--- src/design/running_mean_variance_stats_core_macros.svh ---
// Assertion macros for the running statistics core.
`ifndef RUNNING_MEAN_VARIANCE_STATS_CORE_MACROS_SVH
`define RUNNING_MEAN_VARIANCE_STATS_CORE_MACROS_SVH

// Same-cycle implication, checked outside reset.
`define RMVS_ASSERT_NOW(label, clk, rstn, ante, cons, msg) \
    label: assert property (@(posedge clk) disable iff (!(rstn)) (ante) |-> (cons)) \
        else $error(msg);

// Next-cycle implication, checked outside reset.
`define RMVS_ASSERT_NEXT(label, clk, rstn, ante, cons, msg) \
    label: assert property (@(posedge clk) disable iff (!(rstn)) (ante) |=> (cons)) \
        else $error(msg);

`endif

--- src/design/rmvs_pkg.sv ---
// Types and constants shared by the running statistics block.
package rmvs_pkg;

    localparam int unsigned SAMPLE_W = 16;
    localparam int unsigned COUNT_W  = 16;
    localparam int unsigned FRAC_W   = 16;
    localparam int unsigned AVG_W    = 24;
    localparam int unsigned ACC_W    = 66;
    localparam int unsigned WORD_W   = 64;
    localparam int unsigned OPND_W   = 33;
    localparam int unsigned STEP_W   = 7;

    localparam logic [STEP_W-1:0] MEAN_DIV_STEPS = 7'd32;
    localparam logic [STEP_W-1:0] MUL_STEPS      = 7'd32;
    localparam logic [STEP_W-1:0] AVG_DIV_STEPS  = 7'd40;
    localparam logic [STEP_W-1:0] VAR_DIV_STEPS  = 7'd64;
    localparam logic [STEP_W-1:0] ROOT_STEPS     = 7'd32;

    typedef enum logic [1:0] {
        OP_DIV,
        OP_MUL,
        OP_SQRT
    } rmvs_op_t;

    typedef struct packed {
        logic                start;
        rmvs_op_t            op;
        logic [STEP_W-1:0]   steps;
        logic [WORD_W-1:0]   word;
        logic [OPND_W-1:0]   opnd;
    } rmvs_cmd_t;

    typedef struct packed {
        logic                done;
        logic [ACC_W-1:0]    acc;
        logic [WORD_W-1:0]   word;
        logic [OPND_W-1:0]   opnd;
    } rmvs_res_t;

endpackage

--- src/design/rmvs_iter.sv ---
// Shared iterative unit: restoring divide, shift-add multiply and square root, one step a cycle.
module rmvs_iter
    import rmvs_pkg::*;
(
    input  logic      aclk,
    input  logic      aresetn,
    input  rmvs_cmd_t cmd,
    output rmvs_res_t res
);

    logic              busy_reg;
    logic              done_reg;
    logic [STEP_W-1:0] cnt_reg;
    rmvs_op_t          op_reg;
    logic [ACC_W-1:0]  acc_reg,  acc_next;
    logic [WORD_W-1:0] word_reg, word_next;
    logic [OPND_W-1:0] opnd_reg, opnd_next;

    logic [ACC_W-1:0]  x;
    logic [ACC_W-1:0]  y;
    logic              sub;
    logic [ACC_W:0]    sum;
    logic              fits;

    always_comb begin
        x         = '0;
        y         = '0;
        sub       = 1'b1;
        acc_next  = acc_reg;
        word_next = word_reg;
        opnd_next = opnd_reg;
        case (op_reg)
            OP_DIV: begin
                x = {acc_reg[ACC_W-2:0], word_reg[WORD_W-1]};
                y = ACC_W'(opnd_reg);
            end
            OP_MUL: begin
                x   = {acc_reg[ACC_W-2:0], 1'b0};
                y   = word_reg[WORD_W-1] ? ACC_W'(opnd_reg) : '0;
                sub = 1'b0;
            end
            OP_SQRT: begin
                x = {acc_reg[ACC_W-3:0], word_reg[WORD_W-1:WORD_W-2]};
                y = {{(ACC_W-OPND_W-2){1'b0}}, opnd_reg, 2'b01};
            end
            default: begin
                x = '0;
            end
        endcase
        sum  = {1'b0, x} + ({1'b0, y} ^ {(ACC_W+1){sub}}) + (ACC_W+1)'(sub);
        fits = !sum[ACC_W];
        case (op_reg)
            OP_DIV: begin
                acc_next  = fits ? sum[ACC_W-1:0] : x;
                word_next = {word_reg[WORD_W-2:0], fits};
            end
            OP_MUL: begin
                acc_next  = sum[ACC_W-1:0];
                word_next = {word_reg[WORD_W-2:0], 1'b0};
            end
            OP_SQRT: begin
                acc_next  = fits ? sum[ACC_W-1:0] : x;
                word_next = {word_reg[WORD_W-3:0], 2'b00};
                opnd_next = {opnd_reg[OPND_W-2:0], fits};
            end
            default: begin
                acc_next = acc_reg;
            end
        endcase
    end

    always_ff @(posedge aclk) begin
        if (!aresetn) begin
            busy_reg <= 1'b0;
            done_reg <= 1'b0;
            cnt_reg  <= '0;
        end else begin
            done_reg <= busy_reg && !cmd.start && (cnt_reg == STEP_W'(1));
            if (cmd.start) begin
                busy_reg <= 1'b1;
                cnt_reg  <= cmd.steps;
                op_reg   <= cmd.op;
                acc_reg  <= '0;
                word_reg <= cmd.word;
                opnd_reg <= cmd.opnd;
            end else if (busy_reg) begin
                acc_reg  <= acc_next;
                word_reg <= word_next;
                opnd_reg <= opnd_next;
                cnt_reg  <= cnt_reg - 1'b1;
                if (cnt_reg == STEP_W'(1)) begin
                    busy_reg <= 1'b0;
                end
            end
        end
    end

    assign res.done = done_reg;
    assign res.acc  = acc_reg;
    assign res.word = word_reg;
    assign res.opnd = opnd_reg;

endmodule

--- src/design/running_mean_variance_stats_core.sv ---
// Running statistics core: count, extremes, Welford mean, average and standard deviation.
// A clear beat skips the shared iterative unit and goes straight to its result.
// A dropped beat or a first sample runs the average divide (40 steps),
// variance divide (64 steps) and square root (32 steps) on the one shared iterative unit.
// A further sample first adds the mean divide and the deviation product (32 steps each).
// One beat is in work at a time. Reset (aresetn low, synchronous) empties the store.
module running_mean_variance_stats_core
    import rmvs_pkg::*;
(
    input  logic        aclk,
    input  logic        aresetn,
    input  logic        s_tvalid,
    output logic        s_tready,
    input  logic [15:0] s_tdata,  // sample
    input  logic        s_tuser,  // kind
    output logic        m_tvalid,
    input  logic        m_tready,
    output logic [95:0] m_tdata,  // sample_count, minimum, maximum, average, std_dev
    output logic [1:0]  m_tuser   // empty_res, dropped
);

`include "running_mean_variance_stats_core_macros.svh"

    typedef enum logic [3:0] {
        S_IDLE,
        S_START,
        S_MDIV,
        S_D2,
        S_MMUL,
        S_ADIV,
        S_QDIV,
        S_ROOT,
        S_OUT
    } state_t;

    state_t                      state_reg;
    logic [COUNT_W-1:0]          count_reg;
    logic signed [31:0]          total_reg;
    logic signed [SAMPLE_W-1:0]  min_reg;
    logic signed [SAMPLE_W-1:0]  max_reg;
    logic signed [31:0]          mean_reg;
    logic [63:0]                 sq_reg;
    logic signed [31:0]          sf_reg;
    logic                        upd_reg;
    logic                        drop_reg;
    logic                        d1_neg_reg;
    logic [31:0]                 d1_mag_reg;
    logic                        avg_neg_reg;
    logic [AVG_W-1:0]            avg_reg;
    logic [AVG_W-1:0]            sd_reg;
    rmvs_cmd_t                   cmd_reg;
    logic                        m_tvalid_reg;
    logic [95:0]                 m_tdata_reg;
    logic [1:0]                  m_tuser_reg;

    rmvs_res_t                   unit;
    logic                        accept;
    logic                        start_next;
    logic signed [SAMPLE_W-1:0]  s;
    logic signed [32:0]          dev;
    logic [31:0]                 dev_mag;
    logic [31:0]                 tot_mag;
    logic signed [31:0]          mean_upd;
    logic [64:0]                 q_sum;
    logic [63:0]                 q_new;
    logic [39:0]                 avg_q;
    logic [AVG_W-1:0]            avg_sat;
    logic [AVG_W-1:0]            sd_sat;

    rmvs_iter u_iter (
        .aclk    (aclk),
        .aresetn (aresetn),
        .cmd     (cmd_reg),
        .res     (unit)
    );

    assign s_tready = (state_reg == S_IDLE);
    assign accept   = s_tvalid && s_tready;
    assign s        = s_tdata;

    always_comb begin
        case (state_reg)
            S_START: begin
                start_next = upd_reg || (count_reg != '0);
            end
            S_D2: begin
                start_next = 1'b1;
            end
            S_MMUL, S_ADIV, S_QDIV: begin
                start_next = unit.done;
            end
            default: begin
                start_next = 1'b0;
            end
        endcase
    end

    always_comb begin
        dev      = 33'(sf_reg) - 33'(mean_reg);
        dev_mag  = dev[32] ? 32'(-dev) : dev[31:0];
        tot_mag  = total_reg[31] ? 32'(-total_reg) : 32'(total_reg);
        mean_upd = d1_neg_reg ? mean_reg - $signed(unit.word[31:0])
                              : mean_reg + $signed(unit.word[31:0]);
        q_sum    = {1'b0, sq_reg} + 65'(unit.acc[63:FRAC_W]);
        q_new    = q_sum[64] ? '1 : q_sum[63:0];
        avg_q    = unit.word[39:0];
        if (!avg_neg_reg) begin
            avg_sat = (avg_q > 40'h7FFFFF) ? 24'h7FFFFF : avg_q[AVG_W-1:0];
        end else begin
            avg_sat = (avg_q > 40'h800000) ? 24'h800000 : AVG_W'(-avg_q[AVG_W-1:0]);
        end
        sd_sat   = (|unit.opnd[31:AVG_W]) ? '1 : unit.opnd[AVG_W-1:0];
    end

    always_ff @(posedge aclk) begin
        if (!aresetn) begin
            state_reg     <= S_IDLE;
            count_reg     <= '0;
            total_reg     <= '0;
            min_reg       <= '0;
            max_reg       <= '0;
            mean_reg      <= '0;
            sq_reg        <= '0;
            upd_reg       <= 1'b0;
            drop_reg      <= 1'b0;
            cmd_reg.start <= 1'b0;
            m_tvalid_reg  <= 1'b0;
        end else begin
            cmd_reg.start <= start_next;
            if (m_tready && (state_reg != S_OUT)) begin
                m_tvalid_reg <= 1'b0;
            end
            case (state_reg)
                S_IDLE: begin
                    if (accept) begin
                        upd_reg   <= !s_tuser && (count_reg != '1) && (count_reg != '0);
                        drop_reg  <= !s_tuser && (count_reg == '1);
                        state_reg <= S_START;
                        if (s_tuser) begin
                            count_reg <= '0;
                            total_reg <= '0;
                            min_reg   <= '0;
                            max_reg   <= '0;
                            mean_reg  <= '0;
                            sq_reg    <= '0;
                        end else if (count_reg == '0) begin
                            count_reg <= COUNT_W'(1);
                            total_reg <= 32'(s);
                            min_reg   <= s;
                            max_reg   <= s;
                            mean_reg  <= {s, 16'b0};
                            sq_reg    <= '0;
                        end else if (count_reg != '1) begin
                            count_reg <= count_reg + 1'b1;
                            total_reg <= total_reg + 32'(s);
                            if (s < min_reg) begin
                                min_reg <= s;
                            end
                            if (s > max_reg) begin
                                max_reg <= s;
                            end
                            sf_reg  <= {s, 16'b0};
                        end
                    end
                end
                S_START: begin
                    if (upd_reg) begin
                        d1_neg_reg    <= dev[32];
                        d1_mag_reg    <= dev_mag;
                        cmd_reg.op    <= OP_DIV;
                        cmd_reg.steps <= MEAN_DIV_STEPS;
                        cmd_reg.word  <= {dev_mag, 32'b0};
                        cmd_reg.opnd  <= OPND_W'(count_reg);
                        state_reg     <= S_MDIV;
                    end else if (count_reg != '0) begin
                        avg_neg_reg   <= total_reg[31];
                        cmd_reg.op    <= OP_DIV;
                        cmd_reg.steps <= AVG_DIV_STEPS;
                        cmd_reg.word  <= {tot_mag, 8'b0, 24'b0};
                        cmd_reg.opnd  <= OPND_W'(count_reg);
                        state_reg     <= S_ADIV;
                    end else begin
                        avg_reg   <= '0;
                        sd_reg    <= '0;
                        state_reg <= S_OUT;
                    end
                end
                S_MDIV: begin
                    if (unit.done) begin
                        mean_reg  <= mean_upd;
                        state_reg <= S_D2;
                    end
                end
                S_D2: begin
                    cmd_reg.op    <= OP_MUL;
                    cmd_reg.steps <= MUL_STEPS;
                    cmd_reg.word  <= {dev_mag, 32'b0};
                    cmd_reg.opnd  <= {1'b0, d1_mag_reg};
                    state_reg     <= S_MMUL;
                end
                S_MMUL: begin
                    if (unit.done) begin
                        sq_reg        <= q_new;
                        avg_neg_reg   <= total_reg[31];
                        cmd_reg.op    <= OP_DIV;
                        cmd_reg.steps <= AVG_DIV_STEPS;
                        cmd_reg.word  <= {tot_mag, 8'b0, 24'b0};
                        cmd_reg.opnd  <= OPND_W'(count_reg);
                        state_reg     <= S_ADIV;
                    end
                end
                S_ADIV: begin
                    if (unit.done) begin
                        avg_reg       <= avg_sat;
                        cmd_reg.op    <= OP_DIV;
                        cmd_reg.steps <= VAR_DIV_STEPS;
                        cmd_reg.word  <= sq_reg;
                        cmd_reg.opnd  <= OPND_W'(count_reg);
                        state_reg     <= S_QDIV;
                    end
                end
                S_QDIV: begin
                    if (unit.done) begin
                        cmd_reg.op    <= OP_SQRT;
                        cmd_reg.steps <= ROOT_STEPS;
                        cmd_reg.word  <= unit.word;
                        cmd_reg.opnd  <= '0;
                        state_reg     <= S_ROOT;
                    end
                end
                S_ROOT: begin
                    if (unit.done) begin
                        sd_reg    <= sd_sat;
                        state_reg <= S_OUT;
                    end
                end
                S_OUT: begin
                    if (!m_tvalid_reg || m_tready) begin
                        m_tvalid_reg <= 1'b1;
                        m_tdata_reg  <= {sd_reg, avg_reg, max_reg, min_reg, count_reg};
                        m_tuser_reg  <= {drop_reg, count_reg == '0};
                        state_reg    <= S_IDLE;
                    end
                end
                default: begin
                    state_reg <= S_IDLE;
                end
            endcase
        end
    end

    assign m_tvalid = m_tvalid_reg;
    assign m_tdata  = m_tdata_reg;
    assign m_tuser  = m_tuser_reg;

    `RMVS_ASSERT_NEXT(a_busy_after_accept, aclk, aresetn, accept, !s_tready, "ready after accept")
    `RMVS_ASSERT_NOW(a_empty_zero, aclk, aresetn, m_tvalid && m_tuser[0], m_tdata == 96'd0, "empty result not zero")
    `RMVS_ASSERT_NOW(a_drop_full, aclk, aresetn, m_tvalid && m_tuser[1], m_tdata[15:0] == 16'hFFFF, "drop below full")
    `RMVS_ASSERT_NOW(a_no_start_idle, aclk, aresetn, cmd_reg.start, state_reg != S_IDLE, "unit started while idle")

endmodule

--- config.mk ---
export PLATFORM = sky130hd
export DESIGN_NAME = running_mean_variance_stats_core
export DESIGN_NICKNAME = d
export VERILOG_FILES = /design/src/design/rmvs_pkg.sv /design/src/design/rmvs_iter.sv /design/src/design/running_mean_variance_stats_core.sv
export VERILOG_INCLUDE_DIRS = /design/src /design/src/design
export SDC_FILE = /design/constraint.sdc
export NUM_CORES = 2
export LEC_CHECK = 0
export BUFFER_PORTS_ARGS = -buffer_cell sky130_fd_sc_hd__buf_4
export CAP_MARGIN = 20
export CORE_MARGIN = 4
export CORE_UTILIZATION = 69
export CTS_CLUSTER_SIZE = 20
export DETAILED_ROUTE_END_ITERATION = 10
export PLACE_DENSITY = 0.87
export SYNTH_ARGS = -nofsm -noshare
export SYNTH_HDL_FRONTEND = slang
export SYNTH_SLANG_ARGS = --single-unit
--- constraint.sdc ---
create_clock -name aclk -period 49.3 [get_ports aclk]
set_clock_uncertainty 0.1 [all_clocks]
set_input_delay 4.93 -clock aclk [delete_from_list [all_inputs] [get_ports aclk]]
set_output_delay 4.93 -clock aclk [all_outputs]
set_load 0.01 [all_outputs]
==> results.md <==
* Hold_ws at around 0.32 ns
* Design Area, Final at 45,400 um^2
* Most numerous cell in the Yosys netlist: nand2_1
* RSZ-0062 raised after global routing: no
* Area occupied by multi-input gates at 22,300 um^2
* First-pass GRT wire length at 196 mm
* Post-synth top area share at 0.333
* CP Launch Point: s_tdata[0]
* Cts bufs inserted at a little over 70
* Setup_tns at 0 ns
* M1 WL at 48.0 mm
* Post-CTS sizing at 0
* Vias at roughly 37,000
* Ports at 121
* Uppermost routed layer: met5
* Nets@finish at 4,702
* FF+latch area at 17,700 um^2
* Number of placement rows at 89
* Clock Path Buffers at 3
* Pwr per Cell Area at 43.4 nW/um^2
* Fraction of layout cells with a size suffix above 1 at 0.0865
* WL final at 127 mm
* Syn avg cell area at slightly above 9 um^2
* Initial antenna violation count at 1
* Area of the die at 64,300 um^2
* Number of flip-flops in the largest register at 102
* CORE AREA at 59,400 um^2
* Total number of clock tree sinks at 654
* CTS root buf: clkbuf_16
* Post-CTS setup buffers at 0
* Clock-pin slew on the worst setup and hold paths at 0.06 ns
* Synth unique cells at 89
* Die H at 254 um
* TritonCTS clock tree: yes
* Fin crit share at 0.167
* RR Startpoint: u_iter.op_reg[0]
* Critical path required time at 49.69 ns
* Hold wc startpoint: sd_reg[12]
* Via density at 7.01
* Pleak at approximately 17 nW
* Final Setup Violations at 0
* Seq cells post-synth at 654
* Area growth syn-to-layout at 9.20%
* Post-CTS Hold Buffers at 0
* Crit path launch type: input pin
* Global Route Usage Sum at 0.385
* Fmax at ~120 MHz
* Routed Antenna Nets at 0
* Max Cap Violations at 0
* DP HPWL at 86.7 mm
* Least-Margin Pin Slew at 1.23 ns
* Primary FF master, synth: edfxtp_1
* Status: complete, no violations
* Initial Util at 0.701
* Avg WL per Cell at 23.9 um
* Syn_nets at between 4,000 and 5,000
* H-tree levels at 3
* Final cell count without fillers at approximately 5,300
* Finished Core Util at 0.766
* DP Worst Slack at between 40 and 50 ns
* Ranking of synthesized cells by area: edfxtp_1 33%, dfxtp_1 9.3%, ha_1 6.1%
* Worst setup margin at 41.04 ns
* Placed standard-cell area at 42,900 um^2
* Largest net degree at the start of global routing at 196
* CP max FO at 5
* Tmin final at 8.26 ns
* Fill cells at roughly 4,000
* Kind of critical path: in -> reg
* Relative slew slack at 0.169
* Yosys Warn Count at 0
* GR Overflow Total at 0
* Routed wl met3 at 14.6 mm
* Synth top cells by count: 477 x nand2_1, 461 x edfxtp_1, 389 x nor2_1, 317 x o21ai_0, 309 x a21oi_1
* Worst Hold Class: reg -> reg
* Crit path DAT at just under 9 ns
* Post-synth ARST share at 0
* Final max-slew violation count at 0
* GPL Wtd Cong at roughly 1
* Biggest area consumer among synthesized cells: edfxtp_1
* DR WL met2 at roughly 56 mm
* Vias in the first global route at 34,800
* Post-Syn Area at ~42,000 um^2
* Cell count after placement at 5,169
* Final hold vios at 0
* Overall Power at 1.97 mW
* Drt drc at 0
* CP endpoint kind: flip-flop
* Sequential element share of the synthesized area at 0.425
* Post-synthesis cell count at 4,506
* Worst VDD drop at 0.0000342 V
* Clock latency on the worst-skew pair at 0.65 ns
* Port bufs at 120
* Pre-Repair DR Iteration Count at 7
* Iter 0 DRT Violations at roughly 5,600
* Die X-Extent at 254 um
* Number of synthesized flops with an enable pin at 461
## cells by family (layout without fill, tap and decap cells)
logic type,Yosys count,in the layout,share of synthesized area
flip-flops,654,654,0.425
other,0,1,0
AND/OR/NAND/NOR,1389,1389,0.154
AO/OA/AOI/OAI,1390,1390,0.223
XOR/XNOR,342,342,0.0720
buffers and inverters,438,465,0.0405
multiplexers,85,85,0.0215
adder cells (fa/ha/maj),208,208,0.0633
## layout by cell type (no fill, tap or decap), drive strengths merged, types with 117 or more instances in the layout
cell / n
nand2: 477
edfxtp: 461
nor2: 389
o21ai: 321
a21oi: 309
xnor2: 263
ha: 204
dfxtp: 193
buf: 177
inv: 153
a22oi: 124
nor3: 117
## worst max-delay path, cell delays in order
cell	delay [ns]
buf_4	0.12
ha_1	0.18
inv_1	0.06
fa_1	0.37
nor2b_1	0.16
o21ai_0	0.12
a21boi_0	0.40
o32ai_1	0.20
o21ai_0	0.60
a21oi_1	0.25
o21ai_0	0.35
a21oi_1	0.15
o21ai_0	0.24
a2111oi_0	0.10
a2111oi_0	0.41
## power by group
| group | switching [mW] | internal [mW] | total [mW] |
|---|---|---|---|
| Clock | 0.241 | 0.321 | 0.562 |
| Combinational | 0.413 | 0.241 | 0.654 |
| Sequential | 0.0657 | 0.692 | 0.758 |
## layer usage
| metal | track usage | vias to the layer above |
|---|---|---|
| met1 | 0.522 | 17500 |
| met2 | 0.590 | 2554 |
| met3 | 0.0742 | 481 |
| met4 | 0.203 | 2 |
| met5 | 0 | - |
| li1 | - | 16700 |
## cell type report
type | count | share of cell area
Antenna cell | 1 | 0.0000551
Clock buffer | 103 | 0.0458
Clock inverter | 31 | 0.00884
Inverter | 154 | 0.0127
Multi-Input combinational cell | 3414 | 0.492
Sequential cell | 654 | 0.390
Tap cell | 773 | 0.0213
Timing Repair Buffer | 177 | 0.0299
## worst paths after layout
check,endpoint,cells after the start,slack (ns)
hold / removal,m_tdata[84],0,0.32
setup reg to reg,u_iter.acc_reg[0],17,41.38
setup / recovery,total_reg[24],15,41.04
hold reg to reg,m_tdata[84],0,0.32
Power figures use the tool's default switching activity.
